==> config.mk <==
export PLATFORM = sky130hd
export DESIGN_NAME = move_to_pose_controller_core
export DESIGN_NICKNAME = d
export VERILOG_FILES = /design/src/design/mtp_pkg.sv /design/src/design/move_to_pose_controller_core.sv
export SDC_FILE = /design/constraint.sdc
export NUM_CORES = 2
export LEC_CHECK = 0
export ABC_CLOCK_PERIOD_IN_PS = 11100
export BUFFER_PORTS_ARGS = -buffer_cell sky130_fd_sc_hd__buf_2
export CORE_ASPECT_RATIO = 1.75
export CORE_MARGIN = 3
export CORE_UTILIZATION = 45
export CTS_CLUSTER_SIZE = 10
export DETAILED_ROUTE_END_ITERATION = 8
export GPL_TIMING_DRIVEN = 0
export HOLD_SLACK_MARGIN = 0.05
export PLACE_DENSITY = 0.64
export RECOVER_POWER = 25
export SYNTH_ARGS = -nofsm -noshare
export SYNTH_HDL_FRONTEND = slang
export SYNTH_SLANG_ARGS = --single-unit
==> constraint.sdc <==
create_clock -name clock -period 11.1 [get_ports clock]
set_input_delay 0.555 -clock clock [delete_from_list [all_inputs] [get_ports clock]]
set_output_delay 0.555 -clock clock [all_outputs]
set_load 0.1 [all_outputs]
==> src/design/mtp_pkg.sv <==
// ----------------------------------------------------------------------------
// Move-to-pose controller package
// Request and response types, fixed-point constants, register indexes and
// the arithmetic helpers shared by the controller core.
// ----------------------------------------------------------------------------
`default_nettype none

package mtp_pkg;

   localparam int CORDIC_ITER_DEFAULT = 16;
   localparam int MUL_BITS = 32;
   localparam int PROD_W = 68;
   localparam int CORDIC_W = 36;

   localparam logic [31:0] CORDIC_GAIN_Q30 = 32'd652032874;
   localparam logic [31:0] W_SCALE = 32'd105414357;
   localparam logic [31:0] QUARTER_TURN = 32'h4000_0000;
   localparam logic [31:0] HALF_TURN = 32'h8000_0000;
   localparam logic [31:0] THREE_QUARTER_TURN = 32'hC000_0000;
   localparam logic [31:0] BEARING_ROUND = 32'h0000_8000;

   localparam logic signed [PROD_W-1:0] SAT_MAX = 68'sd2147483647;
   localparam logic signed [PROD_W-1:0] SAT_MIN = -68'sd2147483648;

   localparam logic [1:0] OP_SET_GOAL = 2'd0;
   localparam logic [1:0] OP_STEP = 2'd1;
   localparam logic [1:0] OP_LOAD_START = 2'd2;

   localparam logic [2:0] REG_GAIN_DISTANCE = 3'd0;
   localparam logic [2:0] REG_GAIN_BEARING = 3'd1;
   localparam logic [2:0] REG_GAIN_FINAL_HEADING = 3'd2;
   localparam logic [2:0] REG_TIME_STEP = 3'd3;
   localparam logic [2:0] REG_ARRIVE_RADIUS = 3'd4;
   localparam logic [2:0] REG_START_X = 3'd5;
   localparam logic [2:0] REG_START_Y = 3'd6;
   localparam logic [2:0] REG_START_HEADING = 3'd7;

   localparam logic [15:0] RESET_GAIN = 16'd256;
   localparam logic [15:0] RESET_TIME_STEP = 16'd6554;
   localparam logic [31:0] RESET_ARRIVE_RADIUS = 32'd6554;

   typedef struct packed {
      logic [1:0]         op;
      logic signed [31:0] target_x;
      logic signed [31:0] target_y;
   } req_type;

   typedef struct packed {
      logic signed [31:0] linear_velocity;
      logic signed [31:0] angular_velocity;
      logic [31:0]        distance;
      logic               arrived;
   } rsp_type;

   function automatic logic [31:0] atan_turn(input logic [4:0] idx);
      case (idx)
         5'd0: atan_turn = 32'h2000_0000;
         5'd1: atan_turn = 32'h12E4_051E;
         5'd2: atan_turn = 32'h09FB_385B;
         5'd3: atan_turn = 32'h0511_11D4;
         5'd4: atan_turn = 32'h028B_0D43;
         5'd5: atan_turn = 32'h0145_D7E1;
         5'd6: atan_turn = 32'h00A2_F61E;
         5'd7: atan_turn = 32'h0051_7C55;
         5'd8: atan_turn = 32'h0028_BE53;
         5'd9: atan_turn = 32'h0014_5F2F;
         5'd10: atan_turn = 32'h000A_2F98;
         5'd11: atan_turn = 32'h0005_17CC;
         5'd12: atan_turn = 32'h0002_8BE6;
         5'd13: atan_turn = 32'h0001_45F3;
         5'd14: atan_turn = 32'h0000_A2F9;
         5'd15: atan_turn = 32'h0000_517C;
         5'd16: atan_turn = 32'h0000_28BE;
         5'd17: atan_turn = 32'h0000_145F;
         5'd18: atan_turn = 32'h0000_0A2F;
         5'd19: atan_turn = 32'h0000_0517;
         5'd20: atan_turn = 32'h0000_028B;
         5'd21: atan_turn = 32'h0000_0145;
         5'd22: atan_turn = 32'h0000_00A2;
         5'd23: atan_turn = 32'h0000_0051;
         default: atan_turn = 32'h0000_0000;
      endcase
   endfunction

   // Rounds v / 2^s to nearest with ties away from zero.
   function automatic logic signed [PROD_W-1:0] round_shift(
      input logic signed [PROD_W-1:0] v, input int unsigned s);
      logic signed [PROD_W-1:0] half;
      logic signed [PROD_W-1:0] adj;
      half = 68'sd1 <<< (s - 1);
      adj = $signed({67'd0, v[PROD_W-1]});
      round_shift = (v + half - adj) >>> s;
   endfunction

   function automatic logic signed [31:0] sat32(input logic signed [PROD_W-1:0] v);
      if (v > SAT_MAX) begin
         sat32 = 32'sh7FFF_FFFF;
      end else if (v < SAT_MIN) begin
         sat32 = 32'sh8000_0000;
      end else begin
         sat32 = v[31:0];
      end
   endfunction

endpackage

`default_nettype wire

==> src/design/move_to_pose_controller_core.sv <==
// ----------------------------------------------------------------------------
// Move-to-pose controller core
// Polar pose controller for a unicycle robot with a bit-serial multiplier,
// an iterative CORDIC and a two-bit-per-cycle square root.
// ----------------------------------------------------------------------------
// One request is in flight at a time; req_stall is high whenever the core is
// not idle. The serial multiplier is used up to eleven times per step.
// Reset is synchronous and active high; it restores the register defaults
// and clears pose and goal.
`default_nettype none

module move_to_pose_controller_core
   import mtp_pkg::*;
#(
   parameter int CORDIC_ITERATIONS = CORDIC_ITER_DEFAULT
) (
   input  wire logic        clock,
   input  wire logic        reset,
   input  wire logic        req_valid,
   output logic             req_stall,
   input  wire req_type     req_data,
   output logic             rsp_valid,
   input  wire logic        rsp_stall,
   output rsp_type          rsp_data,
   input  wire logic        csr_we,
   input  wire logic [2:0]  csr_addr,
   input  wire logic [31:0] csr_wdata
);

   localparam int IW = (CORDIC_ITERATIONS > 1) ? $clog2(CORDIC_ITERATIONS) : 1;

   localparam logic [4:0] S_IDLE = 5'd0;
   localparam logic [4:0] S_PREP = 5'd1;
   localparam logic [4:0] S_VEC = 5'd2;
   localparam logic [4:0] S_SQX = 5'd3;
   localparam logic [4:0] S_SQY = 5'd4;
   localparam logic [4:0] S_SQRT = 5'd5;
   localparam logic [4:0] S_DEC = 5'd6;
   localparam logic [4:0] S_MGB = 5'd7;
   localparam logic [4:0] S_MGF = 5'd8;
   localparam logic [4:0] S_MRHO = 5'd9;
   localparam logic [4:0] S_MW = 5'd10;
   localparam logic [4:0] S_MTS = 5'd11;
   localparam logic [4:0] S_ROT = 5'd12;
   localparam logic [4:0] S_ISC = 5'd13;
   localparam logic [4:0] S_MVC = 5'd14;
   localparam logic [4:0] S_MRX = 5'd15;
   localparam logic [4:0] S_MVS = 5'd16;
   localparam logic [4:0] S_MRY = 5'd17;
   localparam logic [4:0] S_OUT = 5'd18;

   logic [4:0] state_ff, state_in;
   logic [1:0] op_ff, op_in;

   logic [15:0] gain_dist_ff, gain_dist_in, gain_bear_ff, gain_bear_in;
   logic [15:0] gain_fin_ff, gain_fin_in, time_step_ff, time_step_in;
   logic [31:0] arrive_ff, arrive_in;
   logic signed [31:0] start_x_ff, start_x_in, start_y_ff, start_y_in;
   logic [15:0] start_h_ff, start_h_in;

   logic signed [31:0] pose_x_ff, pose_x_in, pose_y_ff, pose_y_in;
   logic signed [31:0] goal_x_ff, goal_x_in, goal_y_ff, goal_y_in;
   logic [15:0] pose_h_ff, pose_h_in, goal_h_ff, goal_h_in;

   logic signed [CORDIC_W-1:0] cx_ff, cx_in, cy_ff, cy_in;
   logic [31:0] cz_ff, cz_in;
   logic [IW-1:0] ci_ff, ci_in;
   logic vzero_ff, vzero_in;
   logic [15:0] bear_ff, bear_in;

   logic signed [PROD_W-1:0] mul_a_ff, mul_a_in, mul_p_ff, mul_p_in;
   logic [MUL_BITS-1:0] mul_b_ff, mul_b_in;
   logic [5:0] mul_cnt_ff, mul_cnt_in;

   logic [31:0] ay_ff, ay_in;
   logic [63:0] sq_ff, sq_in;
   logic [63:0] sr_n_ff, sr_n_in;
   logic [35:0] sr_rem_ff, sr_rem_in;
   logic [31:0] sr_root_ff, sr_root_in;
   logic [4:0] sr_cnt_ff, sr_cnt_in;
   logic sr_sat_ff, sr_sat_in;

   logic [31:0] rho_ff, rho_in;
   logic arrived_ff, arrived_in;
   logic signed [15:0] alpha_ff, alpha_in, beta_ff, beta_in;
   logic signed [33:0] d_ff, d_in;
   logic signed [31:0] v_ff, v_in, w_ff, w_in;

   logic rsp_valid_ff, rsp_valid_in;
   rsp_type rsp_ff, rsp_in;

   logic mul_go;
   logic signed [PROD_W-1:0] mul_ld_a;
   logic signed [CORDIC_W-1:0] mul_ld_b, mul_bmag;
   logic mul_done;

   logic signed [CORDIC_W-1:0] sh_x, sh_y, cx_n, cy_n;
   logic [31:0] cz_n, atan_w, bear_z;
   logic sig_p, ypos, c_last;

   logic [35:0] rem_sh, trial, rem_n;
   logic [31:0] root_n;
   logic sq_ge;

   logic signed [32:0] dx_w, dy_w, ax_w, ay_w;
   logic signed [CORDIC_W-1:0] dx36, dy36;
   logic [64:0] sum_w;
   logic [15:0] alpha_w, beta_w, ph_w;
   logic signed [PROD_W-1:0] rnd_w, pv_w;
   logic [31:0] pv32, zrot;
   logic vneg;

   assign req_stall = (state_ff != S_IDLE);
   assign rsp_valid = rsp_valid_ff;
   assign rsp_data = rsp_ff;
   assign mul_done = (mul_cnt_ff == 6'd0);

   always_comb begin
      sh_x = cx_ff >>> ci_ff;
      sh_y = cy_ff >>> ci_ff;
      atan_w = atan_turn(5'(ci_ff));
      ypos = !cy_ff[CORDIC_W-1] && (cy_ff != '0);
      sig_p = (state_ff == S_VEC) ? !ypos : !cz_ff[31];
      cx_n = sig_p ? cx_ff - sh_y : cx_ff + sh_y;
      cy_n = sig_p ? cy_ff + sh_x : cy_ff - sh_x;
      cz_n = sig_p ? cz_ff - atan_w : cz_ff + atan_w;
      c_last = (ci_ff == IW'(CORDIC_ITERATIONS - 1));
      bear_z = cz_n + BEARING_ROUND;

      rem_sh = {sr_rem_ff[33:0], sr_n_ff[63:62]};
      trial = {2'b00, sr_root_ff, 2'b01};
      sq_ge = (rem_sh >= trial);
      rem_n = sq_ge ? rem_sh - trial : rem_sh;
      root_n = {sr_root_ff[30:0], sq_ge};

      dx_w = $signed({goal_x_ff[31], goal_x_ff}) - $signed({pose_x_ff[31], pose_x_ff});
      dy_w = $signed({goal_y_ff[31], goal_y_ff}) - $signed({pose_y_ff[31], pose_y_ff});
      ax_w = dx_w[32] ? -dx_w : dx_w;
      ay_w = dy_w[32] ? -dy_w : dy_w;
      dx36 = {{(CORDIC_W-33){dx_w[32]}}, dx_w};
      dy36 = {{(CORDIC_W-33){dy_w[32]}}, dy_w};
      sum_w = {1'b0, sq_ff} + {1'b0, mul_p_ff[63:0]};
      alpha_w = bear_ff - pose_h_ff;
      beta_w = goal_h_ff - pose_h_ff - alpha_w;
      rnd_w = '0;
      pv_w = (mul_p_ff + 68'sd128) >>> 8;
      pv32 = (pv_w > SAT_MAX) ? 32'h7FFF_FFFF : pv_w[31:0];
      vneg = (alpha_ff > 16'sd16384) || (alpha_ff < -16'sd16384);
      ph_w = '0;
      zrot = '0;

      state_in = state_ff;
      op_in = op_ff;
      gain_dist_in = gain_dist_ff;
      gain_bear_in = gain_bear_ff;
      gain_fin_in = gain_fin_ff;
      time_step_in = time_step_ff;
      arrive_in = arrive_ff;
      start_x_in = start_x_ff;
      start_y_in = start_y_ff;
      start_h_in = start_h_ff;
      pose_x_in = pose_x_ff;
      pose_y_in = pose_y_ff;
      goal_x_in = goal_x_ff;
      goal_y_in = goal_y_ff;
      pose_h_in = pose_h_ff;
      goal_h_in = goal_h_ff;
      cx_in = cx_ff;
      cy_in = cy_ff;
      cz_in = cz_ff;
      ci_in = ci_ff;
      vzero_in = vzero_ff;
      bear_in = bear_ff;
      ay_in = ay_ff;
      sq_in = sq_ff;
      sr_n_in = sr_n_ff;
      sr_rem_in = sr_rem_ff;
      sr_root_in = sr_root_ff;
      sr_cnt_in = sr_cnt_ff;
      sr_sat_in = sr_sat_ff;
      rho_in = rho_ff;
      arrived_in = arrived_ff;
      alpha_in = alpha_ff;
      beta_in = beta_ff;
      d_in = d_ff;
      v_in = v_ff;
      w_in = w_ff;
      rsp_valid_in = rsp_valid_ff;
      rsp_in = rsp_ff;
      mul_go = 1'b0;
      mul_ld_a = '0;
      mul_ld_b = '0;

      if (csr_we) begin
         case (csr_addr)
            REG_GAIN_DISTANCE: gain_dist_in = csr_wdata[15:0];
            REG_GAIN_BEARING: gain_bear_in = csr_wdata[15:0];
            REG_GAIN_FINAL_HEADING: gain_fin_in = csr_wdata[15:0];
            REG_TIME_STEP: time_step_in = csr_wdata[15:0];
            REG_ARRIVE_RADIUS: arrive_in = csr_wdata;
            REG_START_X: start_x_in = csr_wdata;
            REG_START_Y: start_y_in = csr_wdata;
            REG_START_HEADING: start_h_in = csr_wdata[15:0];
            default: arrive_in = arrive_ff;
         endcase
      end

      if (rsp_valid_ff && !rsp_stall) begin
         rsp_valid_in = 1'b0;
      end

      case (state_ff)
         S_IDLE: begin
            if (req_valid) begin
               op_in = req_data.op;
               if (req_data.op == OP_SET_GOAL) begin
                  goal_x_in = req_data.target_x;
                  goal_y_in = req_data.target_y;
               end else if (req_data.op == OP_LOAD_START) begin
                  pose_x_in = start_x_ff;
                  pose_y_in = start_y_ff;
                  pose_h_in = start_h_ff;
                  goal_x_in = start_x_ff;
                  goal_y_in = start_y_ff;
                  goal_h_in = start_h_ff;
               end
               state_in = S_PREP;
            end
         end
         S_PREP: begin
            vzero_in = (dx_w == '0) && (dy_w == '0);
            ay_in = ay_w[31:0];
            if (dx_w[32]) begin
               if (!dy_w[32]) begin
                  cx_in = dy36;
                  cy_in = -dx36;
                  cz_in = QUARTER_TURN;
               end else begin
                  cx_in = -dy36;
                  cy_in = dx36;
                  cz_in = THREE_QUARTER_TURN;
               end
            end else begin
               cx_in = dx36;
               cy_in = dy36;
               cz_in = '0;
            end
            ci_in = '0;
            mul_go = 1'b1;
            mul_ld_a = {35'd0, ax_w};
            mul_ld_b = {3'd0, ax_w};
            state_in = S_VEC;
         end
         S_VEC: begin
            cx_in = cx_n;
            cy_in = cy_n;
            cz_in = cz_n;
            ci_in = ci_ff + 1'b1;
            if (c_last) begin
               bear_in = vzero_ff ? 16'd0 : bear_z[31:16];
               if (op_ff == OP_SET_GOAL) begin
                  goal_h_in = vzero_ff ? 16'd0 : bear_z[31:16];
               end
               state_in = S_SQX;
            end
         end
         S_SQX: begin
            if (mul_done) begin
               sq_in = mul_p_ff[63:0];
               mul_go = 1'b1;
               mul_ld_a = {36'd0, ay_ff};
               mul_ld_b = {4'd0, ay_ff};
               state_in = S_SQY;
            end
         end
         S_SQY: begin
            if (mul_done) begin
               sr_n_in = sum_w[63:0];
               sr_sat_in = sum_w[64];
               sr_rem_in = '0;
               sr_root_in = '0;
               sr_cnt_in = '0;
               state_in = S_SQRT;
            end
         end
         S_SQRT: begin
            sr_rem_in = rem_n;
            sr_root_in = root_n;
            sr_n_in = {sr_n_ff[61:0], 2'b00};
            sr_cnt_in = sr_cnt_ff + 5'd1;
            if (sr_cnt_ff == 5'd31) begin
               rho_in = sr_sat_ff ? 32'hFFFF_FFFF : root_n;
               state_in = S_DEC;
            end
         end
         S_DEC: begin
            arrived_in = (rho_ff <= arrive_ff);
            if ((op_ff != OP_STEP) || (rho_ff <= arrive_ff)) begin
               v_in = '0;
               w_in = '0;
               state_in = S_OUT;
            end else begin
               alpha_in = alpha_w;
               beta_in = beta_w;
               mul_go = 1'b1;
               mul_ld_a = {{52{alpha_w[15]}}, alpha_w};
               mul_ld_b = {20'd0, gain_bear_ff};
               state_in = S_MGB;
            end
         end
         S_MGB: begin
            if (mul_done) begin
               d_in = mul_p_ff[33:0];
               mul_go = 1'b1;
               mul_ld_a = {{52{beta_ff[15]}}, beta_ff};
               mul_ld_b = {20'd0, gain_fin_ff};
               state_in = S_MGF;
            end
         end
         S_MGF: begin
            if (mul_done) begin
               d_in = d_ff - mul_p_ff[33:0];
               mul_go = 1'b1;
               mul_ld_a = {36'd0, rho_ff};
               mul_ld_b = {20'd0, gain_dist_ff};
               state_in = S_MRHO;
            end
         end
         S_MRHO: begin
            if (mul_done) begin
               v_in = vneg ? -$signed(pv32) : $signed(pv32);
               mul_go = 1'b1;
               mul_ld_a = {{34{d_ff[33]}}, d_ff};
               mul_ld_b = {4'd0, W_SCALE};
               state_in = S_MW;
            end
         end
         S_MW: begin
            if (mul_done) begin
               w_in = sat32(round_shift(mul_p_ff, 32));
               mul_go = 1'b1;
               mul_ld_a = {{34{d_ff[33]}}, d_ff};
               mul_ld_b = {20'd0, time_step_ff};
               state_in = S_MTS;
            end
         end
         S_MTS: begin
            if (mul_done) begin
               rnd_w = round_shift(mul_p_ff, 24);
               ph_w = pose_h_ff + rnd_w[15:0];
               pose_h_in = ph_w;
               zrot = {ph_w, 16'd0};
               cy_in = '0;
               ci_in = '0;
               if ((zrot > QUARTER_TURN) && (zrot < THREE_QUARTER_TURN)) begin
                  cx_in = -$signed({4'd0, CORDIC_GAIN_Q30});
                  cz_in = zrot - HALF_TURN;
               end else begin
                  cx_in = $signed({4'd0, CORDIC_GAIN_Q30});
                  cz_in = zrot;
               end
               state_in = S_ROT;
            end
         end
         S_ROT: begin
            cx_in = cx_n;
            cy_in = cy_n;
            cz_in = cz_n;
            ci_in = ci_ff + 1'b1;
            if (c_last) begin
               state_in = S_ISC;
            end
         end
         S_ISC: begin
            mul_go = 1'b1;
            mul_ld_a = {{36{v_ff[31]}}, v_ff};
            mul_ld_b = cx_ff;
            state_in = S_MVC;
         end
         S_MVC: begin
            if (mul_done) begin
               mul_go = 1'b1;
               mul_ld_a = round_shift(mul_p_ff, 30);
               mul_ld_b = {20'd0, time_step_ff};
               state_in = S_MRX;
            end
         end
         S_MRX: begin
            if (mul_done) begin
               rnd_w = round_shift(mul_p_ff, 16);
               pose_x_in = sat32({{36{pose_x_ff[31]}}, pose_x_ff} + rnd_w);
               mul_go = 1'b1;
               mul_ld_a = {{36{v_ff[31]}}, v_ff};
               mul_ld_b = cy_ff;
               state_in = S_MVS;
            end
         end
         S_MVS: begin
            if (mul_done) begin
               mul_go = 1'b1;
               mul_ld_a = round_shift(mul_p_ff, 30);
               mul_ld_b = {20'd0, time_step_ff};
               state_in = S_MRY;
            end
         end
         S_MRY: begin
            if (mul_done) begin
               rnd_w = round_shift(mul_p_ff, 16);
               pose_y_in = sat32({{36{pose_y_ff[31]}}, pose_y_ff} + rnd_w);
               state_in = S_OUT;
            end
         end
         S_OUT: begin
            if (!rsp_valid_ff || !rsp_stall) begin
               rsp_valid_in = 1'b1;
               rsp_in.linear_velocity = v_ff;
               rsp_in.angular_velocity = w_ff;
               rsp_in.distance = rho_ff;
               rsp_in.arrived = arrived_ff;
               state_in = S_IDLE;
            end
         end
         default: begin
            state_in = S_IDLE;
         end
      endcase

      mul_bmag = mul_ld_b[CORDIC_W-1] ? -mul_ld_b : mul_ld_b;
      if (mul_go) begin
         mul_a_in = mul_ld_b[CORDIC_W-1] ? -mul_ld_a : mul_ld_a;
         mul_b_in = mul_bmag[MUL_BITS-1:0];
         mul_p_in = '0;
         mul_cnt_in = 6'(MUL_BITS);
      end else if (!mul_done) begin
         mul_a_in = mul_a_ff <<< 1;
         mul_b_in = mul_b_ff >> 1;
         mul_p_in = mul_b_ff[0] ? mul_p_ff + mul_a_ff : mul_p_ff;
         mul_cnt_in = mul_cnt_ff - 6'd1;
      end else begin
         mul_a_in = mul_a_ff;
         mul_b_in = mul_b_ff;
         mul_p_in = mul_p_ff;
         mul_cnt_in = mul_cnt_ff;
      end
   end

   always_ff @(posedge clock) begin
      if (reset) begin
         state_ff <= S_IDLE;
         rsp_valid_ff <= 1'b0;
         mul_cnt_ff <= '0;
         gain_dist_ff <= RESET_GAIN;
         gain_bear_ff <= RESET_GAIN;
         gain_fin_ff <= RESET_GAIN;
         time_step_ff <= RESET_TIME_STEP;
         arrive_ff <= RESET_ARRIVE_RADIUS;
         start_x_ff <= '0;
         start_y_ff <= '0;
         start_h_ff <= '0;
         pose_x_ff <= '0;
         pose_y_ff <= '0;
         pose_h_ff <= '0;
         goal_x_ff <= '0;
         goal_y_ff <= '0;
         goal_h_ff <= '0;
      end else begin
         state_ff <= state_in;
         rsp_valid_ff <= rsp_valid_in;
         mul_cnt_ff <= mul_cnt_in;
         gain_dist_ff <= gain_dist_in;
         gain_bear_ff <= gain_bear_in;
         gain_fin_ff <= gain_fin_in;
         time_step_ff <= time_step_in;
         arrive_ff <= arrive_in;
         start_x_ff <= start_x_in;
         start_y_ff <= start_y_in;
         start_h_ff <= start_h_in;
         pose_x_ff <= pose_x_in;
         pose_y_ff <= pose_y_in;
         pose_h_ff <= pose_h_in;
         goal_x_ff <= goal_x_in;
         goal_y_ff <= goal_y_in;
         goal_h_ff <= goal_h_in;
      end
   end

   always_ff @(posedge clock) begin
      op_ff <= op_in;
      cx_ff <= cx_in;
      cy_ff <= cy_in;
      cz_ff <= cz_in;
      ci_ff <= ci_in;
      vzero_ff <= vzero_in;
      bear_ff <= bear_in;
      mul_a_ff <= mul_a_in;
      mul_b_ff <= mul_b_in;
      mul_p_ff <= mul_p_in;
      ay_ff <= ay_in;
      sq_ff <= sq_in;
      sr_n_ff <= sr_n_in;
      sr_rem_ff <= sr_rem_in;
      sr_root_ff <= sr_root_in;
      sr_cnt_ff <= sr_cnt_in;
      sr_sat_ff <= sr_sat_in;
      rho_ff <= rho_in;
      arrived_ff <= arrived_in;
      alpha_ff <= alpha_in;
      beta_ff <= beta_in;
      d_ff <= d_in;
      v_ff <= v_in;
      w_ff <= w_in;
      rsp_ff <= rsp_in;
   end

   a_accept_starts: assert property (@(posedge clock) disable iff (reset)
      (req_valid && !req_stall) |=> (state_ff == S_PREP))
      else $error("accepted request did not start processing");

   a_arrived_still: assert property (@(posedge clock) disable iff (reset)
      (rsp_valid && rsp_data.arrived) |->
         (rsp_data.linear_velocity == 0 && rsp_data.angular_velocity == 0))
      else $error("velocity commanded inside the arrive radius");

   a_mul_count: assert property (@(posedge clock) disable iff (reset)
      mul_cnt_ff <= 6'(MUL_BITS))
      else $error("multiplier count out of range");

   a_out_waits: assert property (@(posedge clock) disable iff (reset)
      (state_ff == S_OUT && rsp_valid_ff && rsp_stall) |=> (state_ff == S_OUT))
      else $error("pending response overwritten");

endmodule

`default_nettype wire

==> results.py <==
metrics = {
    "cells_and_area": {
        "utilization": 0.500,
        "fin_area_um2": 101000,
        "nFillCells": 19600,
        "area_growth_pct": 10.0,
        "drive_gt1_frac": 0.0497,
        "regArea_um2": 30500,
        "final_nets": 12100,
        "multi_input_area_um2": 57700,
    },
    "timing": {
        "slew_violations": 43,
        "worst_clock_skew_ns": 0.0917,
        "hold_viol_final": 0,
        "fin_crit_ns": 10.80,
        "fin_crit_sh": 0.973,
        "rsz0062_at_grt": "no",
        "holdWs_ns": 0.0941,
        "fmax_mhz": 92.6,
        "worst_pin_slew_ns": 1.70,
        "setup_viol": 0,
        "slew_headroom": -0.135,
    },
    "routing": {
        "route.detailed.drc": 0,
        "ant_nets": 0,
        "routed_wl_um": 454000,
        "first_pass_iters": 7,
        "avgViaCountPerCell": 6.41,
        "wire_per_inst_um": 32.3,
        "num_vias": 90100,
        "drt_iter0_drc": 9170,
    },
    "placed_design": {
        "placed_area_um2": 96600,
        "gp_congestion": 1.06,
        "hpwl_um": 372000,
        "port_buffers": 185,
    },
    "worst_setup_path": {
        "startpoint_type": "flop",
        "slowest_stage": "dfxtp_1",
        "critical_path.endpoint_type": "flop",
        "reg2reg_from": "mul_p_ff[4]",
        "crit_type": "reg -> reg",
        "cp.arrival_ns": 11.43,
        "worst-r2r-setup-slack_ns": 0.30,
        "worst_path_largest_cell_delay_ns": 0.65,
        "endpoint": "pose_x_ff[28]",
        "worstReg2RegEnd": "pose_x_ff[28]",
        "cp_max_fo": 10,
        "crit_top_cell": "o21ai_0",
        "crit_path_start": "mul_p_ff[4]",
        "crit_required_ns": 11.73,
        "reg2regPathDepth": 32,
    },
    "clock_tree": {
        "clk_path_buf_depth": 4,
        "clk_pin_slew_ns": 0.06,
        "htree_num_levels": 4,
        "post_cts_buffers": 0,
        "insertion_delay_ns": 0.84,
        "cts_tree": "done",
        "cts_root_buffer": "clkbuf_16",
        "cts_buffers": 147,
        "clkSinkCount": 1165,
    },
    "floorplan": {
        "dieArea_um2": 210000,
        "die_w_um": 348,
        "start_util": 0.454,
        "rows": 218,
        "core_um2": 202000,
        "ios": 205,
        "die_height_um": 604,
    },
    "synth": {
        "ys_ff_latch": 1165,
        "synthTopCellsByCount": "nand2_1 (1453), a21oi_1 (1106), nor2_1 (840)",
        "synth.distinct_cells": 107,
        "synth_top_area_frac": 0.235,
        "synth_edf_count": 719,
        "yosysMostFrequentCell": "nand2_1",
        "ys_seq_area_frac": 0.332,
        "synth_cells": 10900,
        "synth_area_leaders": "edfxtp_1 (24%), dfxtp_1 (9.7%), ha_1 (9.6%)",
        "synth_nets": 11700,
        "ys_warn_count": 0,
        "avgSynthCellArea_um2": 8.42,
        "synth_area_leader_cell": "edfxtp_1",
        "synthesis.area_um2": 91800,
        "ys.flop_type": "edfxtp_1",
        "async_flop_share": 0,
    },
    "global_route": {
        "first_global_vias": 87700,
        "grt.overflow.total": 0,
        "gr-usage-all-layers": 0.418,
        "grt_antenna_before_repair": 29,
        "grt_pass1_wl_um": 631000,
        "grt_max_degree": 58,
    },
    "hold_path": {
        "hold_depth": 3,
        "worstHoldPathType": "in -> reg",
    },
    "run_status": {
        "run_status": "finished, violations left",
        "violations": "capacitance limit, slew limit",
    },
    "job": {
        "max_cap_violations": 5,
    },
}
## what timing repair did
item / in CTS / in global routing
endpoints found under the hold margin: 31 / 0
gates resized for setup: 6 / 5
hold buffers: 31 / 0
endpoints found under the setup margin: 22 / 55
## cells by family after synthesis
logic type,after synthesis,synth area share
AND/OR/NAND/NOR,3574,0.179
AO/OA/AOI/OAI,3397,0.234
flip-flops,1165,0.332
buffers and inverters,1015,0.0420
XOR/XNOR,846,0.0808
adder cells (fa/ha/maj),729,0.101
multiplexers,184,0.0309
## placed cells by master, fill, tap and decap left out, types with 149 or more instances in the layout
master / synthesis / final
xnor2_1: 528 / 524
nand3_1: 215 / 215
clkbuf_1: 446 / 600
clkbuf_16: 0 / 149
inv_1: 489 / 488
o21ai_0: 773 / 768
a21o_1: 351 / 351
nor3_1: 194 / 191
edfxtp_1: 719 / 719
a21oi_1: 1106 / 1105
dfxtp_1: 446 / 446
ha_1: 703 / 703
nor2_1: 840 / 838
xor2_1: 316 / 315
nand2_1: 1453 / 1452
## critical path, delay by kind of cell (launching register included)
family	cells	cell delay (ns)
AOI/OAI and AO/OA	22	6.92
xor gates and xnor gates	2	0.63
adders and majority gates	2	0.78
buffers and inverters	2	0.83
DFF	1	0.65
and+or+nand+nor	4	0.79
## through the flow
stage | setup WS [ns] | TNS, ns | instances
6_report | 0.304 | 0 | 14000
3_5_place_dp | -0.118 | -1.09 | 13800
2_1_floorplan | 3.85 | 0 | 10900
4_1_cts | 0.0376 | 0 | 14000
3_3_place_gp | -2.42 | -294.37 | 13700
5_1_grt | 0.0233 | 0 | 14000
## sequential cells by signal (all words and copies together), names as in the netlist, 34 cells and up
name / cells
sq_ff: 64
cx_ff: 36
mul_p_ff: 68
cy_ff: 36
sr_rem_ff: 34
mul_a_ff: 68
rsp_data: 97
sr_n_ff: 64
d_ff: 34
## per-layer routing
metal  GRT usage  routed length [um]
met1       0.416              149000
met4       0.476               64400
met3      0.0761               31000
met2       0.695              210000
met5           0                  76
## final cells by class
class,count,area share
diodes,34,0.000842
plain buffers,523,0.0199
clock buffers,204,0.0393
clock inverters,17,0.00150
inverters,492,0.0183
multi-input cells,8730,0.571
flip-flops and latches,1165,0.302
well taps,2640,0.0327
repair buffers,242,0.0149
## worst min-delay path by stage
stage                 start            end  slack, ns
2_1_floorplan    arrived_ff    rsp_data[0]       0.40
3_3_place_gp       w_ff[31]   rsp_data[64]       0.40
3_5_place_dp        w_ff[8]   rsp_data[41]       0.41
4_1_cts        req_data[27]  goal_y_ff[27]       0.05
5_1_grt        req_data[27]  goal_y_ff[27]       0.09
6_report       req_data[13]  goal_y_ff[13]       0.09
Power is not shown: default switching activity piles up to over one toggle a cycle in this logic, so the estimate is an artifact.
